**src/sha1md_pkg.sv**
```systemverilog
`default_nettype none

package sha1md_pkg;

  localparam int unsigned BLOCK_WORDS = 16;
  localparam int unsigned ROUNDS      = 80;
  localparam int unsigned RND_W       = $clog2(ROUNDS);
  localparam int unsigned POS_W       = $clog2(BLOCK_WORDS);
  localparam int unsigned DIGEST_WORDS = 5;

  localparam logic [31:0] H_INIT [DIGEST_WORDS] = '{
    32'h67452301, 32'hEFCDAB89, 32'h98BADCFE, 32'h10325476, 32'hC3D2E1F0
  };

  localparam logic [31:0] K_R0 = 32'h5A827999;
  localparam logic [31:0] K_R1 = 32'h6ED9EBA1;
  localparam logic [31:0] K_R2 = 32'h8F1BBCDC;
  localparam logic [31:0] K_R3 = 32'hCA62C1D6;

  localparam logic [7:0] PAD_BYTE = 8'h80;

  typedef enum logic [2:0] {
    ST_IDLE,
    ST_PAD,
    ST_LEN_LO,
    ST_ROUND,
    ST_ADD
  } state_t;

  typedef enum logic [1:0] {
    RET_IDLE,
    RET_PAD,
    RET_DONE
  } ret_t;

  typedef enum logic [2:0] {
    SEL_MSG,
    SEL_EXTRA,
    SEL_ZERO,
    SEL_LEN_HI,
    SEL_LEN_LO
  } push_sel_t;

  typedef struct packed {
    logic      push;
    push_sel_t sel;
    logic      start;
    logic      round;
    logic      add;
    logic      done;
  } cmd_t;

  typedef struct packed {
    logic pos_last;
    logic pos_len;
    logic round_last;
    logic out_busy;
  } sts_t;

endpackage

`default_nettype wire

```
**src/sha1md_in_if.sv**
```systemverilog
`default_nettype none

interface sha1md_in_if;
  logic        valid;
  logic        ready;
  logic [31:0] message_word;
  logic [2:0]  byte_count;
  logic        end_of_message;

  modport source (
    output valid, message_word, byte_count, end_of_message,
    input  ready
  );
  modport sink (
    input  valid, message_word, byte_count, end_of_message,
    output ready
  );
endinterface

`default_nettype wire

```
**src/sha1md_out_if.sv**
```systemverilog
`default_nettype none

interface sha1md_out_if;
  logic        valid;
  logic        ready;
  logic [31:0] digest_word;
  logic [2:0]  word_index;
  logic        last_word;

  modport source (
    output valid, digest_word, word_index, last_word,
    input  ready
  );
  modport sink (
    input  valid, digest_word, word_index, last_word,
    output ready
  );
endinterface

`default_nettype wire

```
**src/sha1_message_digest.sv**
```systemverilog
// SHA-1 digest engine. Message bytes arrive one 32-bit word per input beat, first byte in
// bits 31:24; non-final words always carry four bytes, and the final word's byte_count (0-4;
// larger values act as 4) selects its valid top bytes. Words are taken one per cycle while
// the block is idle; every sixteenth word starts the compression, which holds off input
// through 80 rounds at one round per clock in a single shared round unit and then the
// chaining add. After the final word the block appends padding and the 64-bit length at one
// word per cycle between compressions, runs one or two more compressions, and then presents
// the five digest words as output beats, index 0 first, last_word set on index 4. The digest
// sits in its own output register, so the next message may start while the digest is still
// being taken; a second digest waits only if the first has not fully drained.
`default_nettype none

module sha1_message_digest (
  input  wire logic    clk,
  input  wire logic    rst_n,
  sha1md_in_if.sink    in_if,
  sha1md_out_if.source out_if
);

  sha1md_pkg::cmd_t cmd;
  sha1md_pkg::sts_t sts;

  sha1md_ctrl u_ctrl (
    .clk      (clk),
    .rst_n    (rst_n),
    .in_valid (in_if.valid),
    .in_last  (in_if.end_of_message),
    .in_full  (in_if.byte_count[2]),
    .in_ready (in_if.ready),
    .sts      (sts),
    .cmd      (cmd)
  );

  sha1md_datapath u_datapath (
    .clk       (clk),
    .rst_n     (rst_n),
    .cmd       (cmd),
    .sts       (sts),
    .in_word   (in_if.message_word),
    .in_count  (in_if.byte_count),
    .in_last   (in_if.end_of_message),
    .out_valid (out_if.valid),
    .out_ready (out_if.ready),
    .out_word  (out_if.digest_word),
    .out_index (out_if.word_index),
    .out_last  (out_if.last_word)
  );

endmodule

`default_nettype wire

```
**src/sha1md_datapath.sv**
```systemverilog
`default_nettype none

module sha1md_datapath (
  input  wire logic              clk,
  input  wire logic              rst_n,
  input  wire sha1md_pkg::cmd_t  cmd,
  output sha1md_pkg::sts_t       sts,
  input  wire logic [31:0]       in_word,
  input  wire logic [2:0]        in_count,
  input  wire logic              in_last,
  output logic                   out_valid,
  input  wire logic              out_ready,
  output logic [31:0]            out_word,
  output logic [2:0]             out_index,
  output logic                   out_last
);

  localparam int unsigned NW = sha1md_pkg::BLOCK_WORDS;
  localparam int unsigned ND = sha1md_pkg::DIGEST_WORDS;

  logic [31:0] h_r   [ND];
  logic [31:0] v_r   [ND];
  logic [31:0] w_r   [NW];
  logic [31:0] dig_r [ND];
  logic [sha1md_pkg::POS_W-1:0] pos_r;
  logic [sha1md_pkg::RND_W-1:0] rnd_r;
  logic [63:0] len_r;
  logic [2:0]  oidx_r;
  logic        busy_r;

  logic [31:0] keep;
  logic [31:0] pad_w;
  logic [5:0]  len_add;
  logic [31:0] msg_word;
  logic [31:0] push_word;
  logic [31:0] f_val;
  logic [31:0] k_val;
  logic [31:0] sum;
  logic [31:0] w_mix;
  logic [31:0] w_new;
  logic [31:0] h_sum [ND];

  always_comb begin
    unique case (in_count)
      3'd0: begin
        keep = 32'h0000_0000; pad_w = {sha1md_pkg::PAD_BYTE, 24'h0};         len_add = 6'd0;
      end
      3'd1: begin
        keep = 32'hFF00_0000; pad_w = {8'h0, sha1md_pkg::PAD_BYTE, 16'h0};   len_add = 6'd8;
      end
      3'd2: begin
        keep = 32'hFFFF_0000; pad_w = {16'h0, sha1md_pkg::PAD_BYTE, 8'h0};   len_add = 6'd16;
      end
      3'd3: begin
        keep = 32'hFFFF_FF00; pad_w = {24'h0, sha1md_pkg::PAD_BYTE};         len_add = 6'd24;
      end
      default: begin
        keep = 32'hFFFF_FFFF; pad_w = 32'h0;                                 len_add = 6'd32;
      end
    endcase
  end

  assign msg_word = in_last ? ((in_word & keep) | pad_w) : in_word;

  always_comb begin
    unique case (cmd.sel)
      sha1md_pkg::SEL_MSG:    push_word = msg_word;
      sha1md_pkg::SEL_EXTRA:  push_word = {sha1md_pkg::PAD_BYTE, 24'h0};
      sha1md_pkg::SEL_ZERO:   push_word = 32'h0;
      sha1md_pkg::SEL_LEN_HI: push_word = len_r[63:32];
      sha1md_pkg::SEL_LEN_LO: push_word = len_r[31:0];
      default:                push_word = 32'h0;
    endcase
  end

  always_comb begin
    priority if (rnd_r < sha1md_pkg::RND_W'(20)) begin
      f_val = v_r[3] ^ (v_r[1] & (v_r[2] ^ v_r[3]));
      k_val = sha1md_pkg::K_R0;
    end else if (rnd_r < sha1md_pkg::RND_W'(40)) begin
      f_val = v_r[1] ^ v_r[2] ^ v_r[3];
      k_val = sha1md_pkg::K_R1;
    end else if (rnd_r < sha1md_pkg::RND_W'(60)) begin
      f_val = (v_r[1] & v_r[2]) | (v_r[3] & (v_r[1] | v_r[2]));
      k_val = sha1md_pkg::K_R2;
    end else begin
      f_val = v_r[1] ^ v_r[2] ^ v_r[3];
      k_val = sha1md_pkg::K_R3;
    end
  end

  assign sum   = {v_r[0][26:0], v_r[0][31:27]} + f_val + v_r[4] + k_val + w_r[0];
  assign w_mix = w_r[13] ^ w_r[8] ^ w_r[2] ^ w_r[0];
  assign w_new = {w_mix[30:0], w_mix[31]};

  always_comb begin
    for (int i = 0; i < ND; i++) begin
      h_sum[i] = h_r[i] + v_r[i];
    end
  end

  always_ff @(posedge clk) begin
    if (cmd.push) begin
      for (int i = 0; i < NW - 1; i++) w_r[i] <= w_r[i+1];
      w_r[NW-1] <= push_word;
    end else if (cmd.round) begin
      for (int i = 0; i < NW - 1; i++) w_r[i] <= w_r[i+1];
      w_r[NW-1] <= w_new;
    end
  end

  always_ff @(posedge clk) begin
    if (cmd.start) begin
      for (int i = 0; i < ND; i++) v_r[i] <= h_r[i];
    end else if (cmd.round) begin
      v_r[0] <= sum;
      v_r[1] <= v_r[0];
      v_r[2] <= {v_r[1][1:0], v_r[1][31:2]};
      v_r[3] <= v_r[2];
      v_r[4] <= v_r[3];
    end
  end

  always_ff @(posedge clk) begin
    if (!rst_n) begin
      for (int i = 0; i < ND; i++) h_r[i] <= sha1md_pkg::H_INIT[i];
      pos_r <= '0;
      len_r <= '0;
      rnd_r <= '0;
    end else begin
      if (cmd.add) begin
        for (int i = 0; i < ND; i++) begin
          h_r[i] <= cmd.done ? sha1md_pkg::H_INIT[i] : h_sum[i];
        end
      end
      if (cmd.push) begin
        pos_r <= pos_r + 1'b1;
        if (cmd.sel == sha1md_pkg::SEL_MSG) begin
          len_r <= len_r + {58'h0, in_last ? len_add : 6'd32};
        end else if (cmd.sel == sha1md_pkg::SEL_LEN_LO) begin
          len_r <= '0;
        end
      end
      if (cmd.start) begin
        rnd_r <= '0;
      end else if (cmd.round) begin
        rnd_r <= rnd_r + 1'b1;
      end
    end
  end

  always_ff @(posedge clk) begin
    if (cmd.done) begin
      for (int i = 0; i < ND; i++) dig_r[i] <= h_sum[i];
    end else if (busy_r && out_ready) begin
      for (int i = 0; i < ND - 1; i++) dig_r[i] <= dig_r[i+1];
    end
  end

  always_ff @(posedge clk) begin
    if (!rst_n) begin
      busy_r <= 1'b0;
      oidx_r <= '0;
    end else if (cmd.done) begin
      busy_r <= 1'b1;
      oidx_r <= '0;
    end else if (busy_r && out_ready) begin
      oidx_r <= oidx_r + 1'b1;
      if (oidx_r == 3'(ND - 1)) busy_r <= 1'b0;
    end
  end

  assign sts.pos_last   = (pos_r == sha1md_pkg::POS_W'(NW - 1));
  assign sts.pos_len    = (pos_r == sha1md_pkg::POS_W'(NW - 2));
  assign sts.round_last = (rnd_r == sha1md_pkg::RND_W'(sha1md_pkg::ROUNDS - 1));
  assign sts.out_busy   = busy_r;

  assign out_valid = busy_r;
  assign out_word  = dig_r[0];
  assign out_index = oidx_r;
  assign out_last  = (oidx_r == 3'(ND - 1));

  a_done_idle_out: assert property (@(posedge clk) disable iff (!rst_n)
    cmd.done |-> !busy_r)
    else $error("digest loaded while previous digest still draining");

  a_done_aligned: assert property (@(posedge clk) disable iff (!rst_n)
    cmd.done |-> (pos_r == '0) && (len_r == '0))
    else $error("message finished off a block boundary");

  a_round_bound: assert property (@(posedge clk) disable iff (!rst_n)
    cmd.round |-> (rnd_r < sha1md_pkg::RND_W'(sha1md_pkg::ROUNDS)))
    else $error("round counter ran past the last round");

endmodule

`default_nettype wire

```
**src/sha1md_ctrl.sv**
```systemverilog
`default_nettype none

module sha1md_ctrl (
  input  wire logic              clk,
  input  wire logic              rst_n,
  input  wire logic              in_valid,
  input  wire logic              in_last,
  input  wire logic              in_full,
  output logic                   in_ready,
  input  wire sha1md_pkg::sts_t  sts,
  output sha1md_pkg::cmd_t       cmd
);

  sha1md_pkg::state_t state_r, state_nxt;
  sha1md_pkg::ret_t   ret_r, ret_nxt;
  logic               pend80_r, pend80_nxt;

  always_ff @(posedge clk) begin
    if (!rst_n) begin
      state_r  <= sha1md_pkg::ST_IDLE;
      ret_r    <= sha1md_pkg::RET_IDLE;
      pend80_r <= 1'b0;
    end else begin
      state_r  <= state_nxt;
      ret_r    <= ret_nxt;
      pend80_r <= pend80_nxt;
    end
  end

  always_comb begin
    state_nxt  = state_r;
    ret_nxt    = ret_r;
    pend80_nxt = pend80_r;
    unique case (state_r)
      sha1md_pkg::ST_IDLE: begin
        if (in_valid) begin
          pend80_nxt = in_last && in_full;
          if (sts.pos_last) begin
            state_nxt = sha1md_pkg::ST_ROUND;
            ret_nxt   = in_last ? sha1md_pkg::RET_PAD : sha1md_pkg::RET_IDLE;
          end else begin
            state_nxt = in_last ? sha1md_pkg::ST_PAD : sha1md_pkg::ST_IDLE;
          end
        end
      end
      sha1md_pkg::ST_PAD: begin
        if (pend80_r) begin
          pend80_nxt = 1'b0;
          if (sts.pos_last) begin
            state_nxt = sha1md_pkg::ST_ROUND;
            ret_nxt   = sha1md_pkg::RET_PAD;
          end
        end else if (sts.pos_len) begin
          state_nxt = sha1md_pkg::ST_LEN_LO;
        end else if (sts.pos_last) begin
          state_nxt = sha1md_pkg::ST_ROUND;
          ret_nxt   = sha1md_pkg::RET_PAD;
        end
      end
      sha1md_pkg::ST_LEN_LO: begin
        state_nxt = sha1md_pkg::ST_ROUND;
        ret_nxt   = sha1md_pkg::RET_DONE;
      end
      sha1md_pkg::ST_ROUND: begin
        if (sts.round_last) state_nxt = sha1md_pkg::ST_ADD;
      end
      sha1md_pkg::ST_ADD: begin
        unique case (ret_r)
          sha1md_pkg::RET_DONE: begin
            if (!sts.out_busy) state_nxt = sha1md_pkg::ST_IDLE;
          end
          sha1md_pkg::RET_PAD:  state_nxt = sha1md_pkg::ST_PAD;
          default:              state_nxt = sha1md_pkg::ST_IDLE;
        endcase
      end
      default: state_nxt = sha1md_pkg::ST_IDLE;
    endcase
  end

  always_comb begin
    cmd      = '0;
    cmd.sel  = sha1md_pkg::SEL_MSG;
    in_ready = 1'b0;
    unique case (state_r)
      sha1md_pkg::ST_IDLE: begin
        in_ready  = 1'b1;
        cmd.push  = in_valid;
        cmd.start = in_valid && sts.pos_last;
      end
      sha1md_pkg::ST_PAD: begin
        cmd.push = 1'b1;
        if (pend80_r) begin
          cmd.sel   = sha1md_pkg::SEL_EXTRA;
          cmd.start = sts.pos_last;
        end else if (sts.pos_len) begin
          cmd.sel   = sha1md_pkg::SEL_LEN_HI;
        end else begin
          cmd.sel   = sha1md_pkg::SEL_ZERO;
          cmd.start = sts.pos_last;
        end
      end
      sha1md_pkg::ST_LEN_LO: begin
        cmd.push  = 1'b1;
        cmd.sel   = sha1md_pkg::SEL_LEN_LO;
        cmd.start = 1'b1;
      end
      sha1md_pkg::ST_ROUND: begin
        cmd.round = 1'b1;
      end
      sha1md_pkg::ST_ADD: begin
        if (ret_r == sha1md_pkg::RET_DONE) begin
          cmd.add  = !sts.out_busy;
          cmd.done = !sts.out_busy;
        end else begin
          cmd.add  = 1'b1;
        end
      end
      default: begin
        cmd = '0;
      end
    endcase
  end

  a_round_to_add: assert property (@(posedge clk) disable iff (!rst_n)
    (state_r == sha1md_pkg::ST_ROUND) && sts.round_last |=> (state_r == sha1md_pkg::ST_ADD))
    else $error("compression did not close after the last round");

  a_len_lo_slot: assert property (@(posedge clk) disable iff (!rst_n)
    (state_r == sha1md_pkg::ST_LEN_LO) |-> sts.pos_last)
    else $error("low length word not in the last block slot");

  a_ready_clean: assert property (@(posedge clk) disable iff (!rst_n)
    in_ready |-> !pend80_r)
    else $error("input taken with padding still pending");

endmodule

`default_nettype wire

```
**src/flat_wrapper.sv**
```systemverilog
// flat-port wrapper written by rule: the top's interface ports become plain ports
module sha1_message_digest_flat 
  (clk, rst_n, in_if_valid, in_if_message_word, in_if_byte_count, in_if_end_of_message, in_if_ready, out_if_valid, out_if_digest_word, out_if_word_index, out_if_last_word, out_if_ready);
  sha1md_in_if in_if_i ();
  sha1md_out_if out_if_i ();
  input  wire logic clk;
  input  wire logic rst_n;
  input wire logic [$bits(in_if_i.valid)-1:0] in_if_valid;
  input wire logic [$bits(in_if_i.message_word)-1:0] in_if_message_word;
  input wire logic [$bits(in_if_i.byte_count)-1:0] in_if_byte_count;
  input wire logic [$bits(in_if_i.end_of_message)-1:0] in_if_end_of_message;
  output wire logic [$bits(in_if_i.ready)-1:0] in_if_ready;
  output wire logic [$bits(out_if_i.valid)-1:0] out_if_valid;
  output wire logic [$bits(out_if_i.digest_word)-1:0] out_if_digest_word;
  output wire logic [$bits(out_if_i.word_index)-1:0] out_if_word_index;
  output wire logic [$bits(out_if_i.last_word)-1:0] out_if_last_word;
  input wire logic [$bits(out_if_i.ready)-1:0] out_if_ready;
  assign in_if_i.valid = in_if_valid;
  assign in_if_i.message_word = in_if_message_word;
  assign in_if_i.byte_count = in_if_byte_count;
  assign in_if_i.end_of_message = in_if_end_of_message;
  assign in_if_ready = in_if_i.ready;
  assign out_if_valid = out_if_i.valid;
  assign out_if_digest_word = out_if_i.digest_word;
  assign out_if_word_index = out_if_i.word_index;
  assign out_if_last_word = out_if_i.last_word;
  assign out_if_i.ready = out_if_ready;
  sha1_message_digest u_core (.clk(clk), .rst_n(rst_n), .in_if(in_if_i), .out_if(out_if_i));
endmodule
```
**config.mk**
```make
export PLATFORM = sky130hd
export DESIGN_NAME = sha1_message_digest_flat
export DESIGN_NICKNAME = d
export VERILOG_FILES = /design/src/sha1md_pkg.sv /design/src/sha1md_in_if.sv /design/src/sha1md_out_if.sv /design/src/sha1_message_digest.sv /design/src/sha1md_datapath.sv /design/src/sha1md_ctrl.sv /design/src/flat_wrapper.sv
export SDC_FILE = /design/constraint.sdc
export NUM_CORES = 2
export LEC_CHECK = 0
export BUFFER_PORTS_ARGS = -buffer_cell sky130_fd_sc_hd__clkbuf_2
export CELL_PAD_IN_SITES_DETAIL_PLACEMENT = 2
export CELL_PAD_IN_SITES_GLOBAL_PLACEMENT = 2
export CORE_ASPECT_RATIO = 1.2
export CORE_UTILIZATION = 35
export CTS_CLUSTER_DIAMETER = 80
export DETAILED_ROUTE_END_ITERATION = 7
export PLACE_DENSITY = 0.64
export SLEW_MARGIN = 25
export SYNTH_ARGS = -nofsm -noshare
export SYNTH_HDL_FRONTEND = slang
export SYNTH_SLANG_ARGS = --single-unit
```
**constraint.sdc**
```tcl
create_clock -name clk -period 26.7 [get_ports clk]
set_input_delay 0 -clock clk [delete_from_list [all_inputs] [get_ports clk]]
set_output_delay 0 -clock clk [all_outputs]
set_load 0.03 [all_outputs]
```
==> metrics.md <==
| Metric | Value |
|---|---|
| Outcome | `finished, final reports clean` |
| Via density | `5.18` |
| Clock buffer depth | `3` |
| IO Port Bufs | `77` |
| Critical path startpoint category | `flop` |
| Area growth, synth to finish | `13.3%` |
| Layout cells sized above 1 | `8.05%` |
| Hold Crit Depth | `4` |
| Top post-synthesis cells by area | `edfxtp_1 (58%), nand2_1 (5.4%), ha_1 (4.9%)` |
| Ant diodes | `0` |
| Rows | `154` |
| Gate count of the mapped netlist | `4211` |
| Hold path start | `in_if_message_word[13]` |
| Measured slew at the worst slew-check pin | `1000 ps` |
| Final Max Slew Viols | `0` |
| Skew final | `56.8 ps` |
| Remaining DRCs | `0` |
| Max Cap Viol | `0` |
| Post-synth EDFFs | `992` |
| First-iteration detailed-routing DRC count | `1652` |
| Min Tclk post-route | `6800 ps` |
| Worst EP arrival | `7290 ps` |
| RSZ-0062 raised after global routing | `false` |
| Vias after detailed routing | `33120` |
| Syn nets | `4576` |
| Top FF cell, synth | `edfxtp_1` |
| CP Max Fanout | `15` |
| Core ar. | `147000 sq um` |
| Yosys top cell area share | `57.5%` |
| ANT nets after route | `0` |
| Yosys cell types | `79` |
| Delay of the slowest critical-path stage | `520 ps` |
| Max IR drop VDD | `0.0528 mV` |
| First-pass GRT wire length | `235000 um` |
| CP endpoint kind | `flop` |
| Leakage | `21.5 nW` |
| FILL cells | `15103` |
| Flop-to-flop setup slack | `19900 ps` |
| Initial Utilization | `35.3%` |
| Sequential share of the synthesized area | `60.7%` |
| Placer Congestion | `0.820` |
| CTS buffer count | `116` |
| R2R Path End | `u_core.u_datapath.v_r[0][31]` |
| RR Startpoint | `u_core.u_datapath.rnd_r[4]` |
| Hold endpoint | `u_core.u_datapath.w_r[1][237]` |
| Tot GR Track Use | `20.9%` |
| Fin nets | `4710` |
| Max-slew headroom | `33.2%` |
| Clock Sinks | `1074` |
| CP Launch Point | `u_core.u_datapath.rnd_r[4]` |
| Die Area | `150000 sq um` |
| Pre-Repair DR Iteration Count | `6` |
| Die W | `353 um` |
| Clock Latency Late Sink | `780 ps` |
| # resized after CTS | `0` |
| Area leader, netlist | `edfxtp_1` |
| Fin Setup TNS | `0 ps` |
| Mean post-synth cell area | `12.3 sq um` |
| Final non-filler cell total | `6396` |
| Synthesized area | `51800 sq um` |
| Largest net degree at the start of global routing | `110` |
| Synth warn | `0` |
| Vias in the first global route | `36519` |
| Reg2reg path depth | `25` |
| Drt total wl | `156000 um` |
| CTS H-tree depth | `3` |
| Max Clk Rate | `147 MHz` |
| Synth Register Bits | `1074` |
| Final period utilization | `25.5%` |
| Pwr Density | `68.6 nW/um^2` |
| Post-DR wirelength/cell | `24.4 um` |
| Post-DP HPWL | `113000 um` |
| # IOs | `78` |
| Die H | `423 um` |
| Worst Path Buf+Inv | `6` |
| Req. time, crit path | `27190 ps` |
| CTS root buffer | `clkbuf_16` |
| Hold WC Path Type | `input port to flop` |
| Initial antenna violation count | `0` |
| Ys async rst share | `0%` |
| Hold Vio Cnt, Final | `0` |
| CTS clk-pin slew, worst paths | `70 ps` |
| Slowest cell on the critical path | `fa_1` |
| CTS tree | `built` |
| Delay-heaviest family, CP | `compound AO/OA/AOI/OAI gates` |
| Count of final setup violators | `0` |
| Cells after DPL | `6129` |
| Congestion Overflow GR | `0` |
| WS Path Type | `flop to flop` |
-- worst reg2reg max path: stages (launching register included) --
cell and delay [ps]:
dfxtp_1 360, o21ai_0 300, nor3_1 80, buf_4 190, inv_1 80, nand2_1 380
buf_4 380, o221a_2 290, fa_1 480, inv_1 50, fa_1 520, fa_1 420
inv_1 70, ha_1 160, inv_1 60, fa_1 400, nor2b_1 170, o21bai_1 100
a21oi_1 400, and3b_1 270, o31ai_1 500, o31ai_1 180, o21ai_0 310, a21oi_1 140
mux2i_1 170, nand4_1 100
-- area by class of cell --
type                            count  area, sq um  area share, %
Clock buffer                      160         3250           5.54
Clock inverter                     59          608           1.04
Inverter                          205          769           1.31
Multi-Input combinational cell   2781        19000           32.3
Sequential cell                  1074        31400           53.5
Tap cell                         1950         2440           4.16
Timing Repair Buffer              167         1220           2.08
-- synth_stat cells, types with 77 or more instances --
master / number
xnor2_1: 218
fa_1: 121
clkbuf_1: 102
xor2_1: 118
dfxtp_1: 82
a21oi_1: 186
nor2_1: 247
o21ai_0: 232
nand2_1: 750
ha_1: 204
inv_1: 204
edfxtp_1: 992
a21o_1: 77
-- power breakdown --
part           switching (mW)  total (mW)  internal, mW
clock network           0.715        1.64         0.925
logic                   0.220       0.354         0.134
registers              0.0603        2.04          1.97
-- metrics by stage --
step / util [%] / total power, mW / hold slack [ps] / cell area, sq um / worst slack, ps
after floorplan: - / 2.31 / 148 / 51800 / 13210
after global placement: 37.0 / 2.39 / 324 / 54300 / 20030
after detailed placement: 37.0 / 2.42 / 326 / 54300 / 19840
after CTS: 40.0 / 4.09 / 129 / 58700 / 19860
after global routing: 40.0 / 4.19 / 200 / 58700 / 19400
final: 40.0 / 4.03 / 191 / 58700 / 19900
-- cells by family (layout without fill, tap and decap cells) --
| family | count (synthesis) | after routing | synth area share, % |
|---|---|---|---|
| xor+xnor | 336 | 336 | 5.68 |
| flops | 1074 | 1074 | 60.7 |
| mux | 34 | 34 | 0.662 |
| fa+ha+maj | 325 | 325 | 9.60 |
| compound gates | 766 | 766 | 9.35 |
| buf+inv | 356 | 591 | 2.83 |
| simple gates | 1320 | 1320 | 11.2 |
-- layer usage --
metal | wire length [um] | track usage [%]
met5 | 0 | 0
met4 | 4470 | 6.69
met3 | 3690 | 2.16
met2 | 78400 | 36.6
met1 | 69600 | 27.0
-- worst max path at each step --
| stage | endpoint | depth (start not counted) |
|---|---|---|
| floorplan | u_core.u_datapath.w_r[0][0] | 5 |
| global placement | u_core.u_datapath.v_r[0][31] | 25 |
| detailed placement | u_core.u_datapath.v_r[0][31] | 25 |
| CTS | u_core.u_datapath.v_r[0][31] | 25 |
| global route | u_core.u_datapath.v_r[0][31] | 25 |
| finish | u_core.u_datapath.v_r[0][31] | 25 |
-- timing repair --
action,CTS,global route
buffers inserted,0,0
hold endpoints to repair,58,0
hold buffers,47,0
-- registers in the layout, indices dropped and copies added (netlist names) --
signal / flops
u_core.u_datapath.dig_r: 160
u_core.u_datapath.out_valid: 1
u_core.u_datapath.w_r: 512
u_core.u_datapath.v_r: 160
u_core.u_datapath.out_index: 3
u_core.u_ctrl.state_r: 3
u_core.u_datapath.h_r: 160
u_core.u_datapath.pos_r: 4
u_core.u_ctrl.ret_r: 2
u_core.u_ctrl.pend80_r: 1
u_core.u_datapath.len_r: 61
u_core.u_datapath.rnd_r: 7
-- cell usage in the layout, fill, tap and decap left out, types with 24 or more instances in the layout --
cell,count
nand2b_1,47
nor2b_1,34
mux2i_1,32
o21bai_1,26
a222oi_1,27
and3_1,25
a31oi_1,24
a21oi_1,186
edfxtp_1,992
dlygate4sd3_1,47
clkbuf_2,77
and2_1,32
o21a_1,25
xor2_1,118
nand2_1,745
a21o_1,77
clkbuf_1,31
xnor2_1,218
nor3_1,35
clkbuf_16,121
nand3_1,48
buf_4,38
inv_1,204
dfxtp_1,82
o22ai_1,38
o21ai_0,231
nor2_1,245
fa_1,121
ha_1,204
No activity file was read; power rests on OpenSTA's default activity.
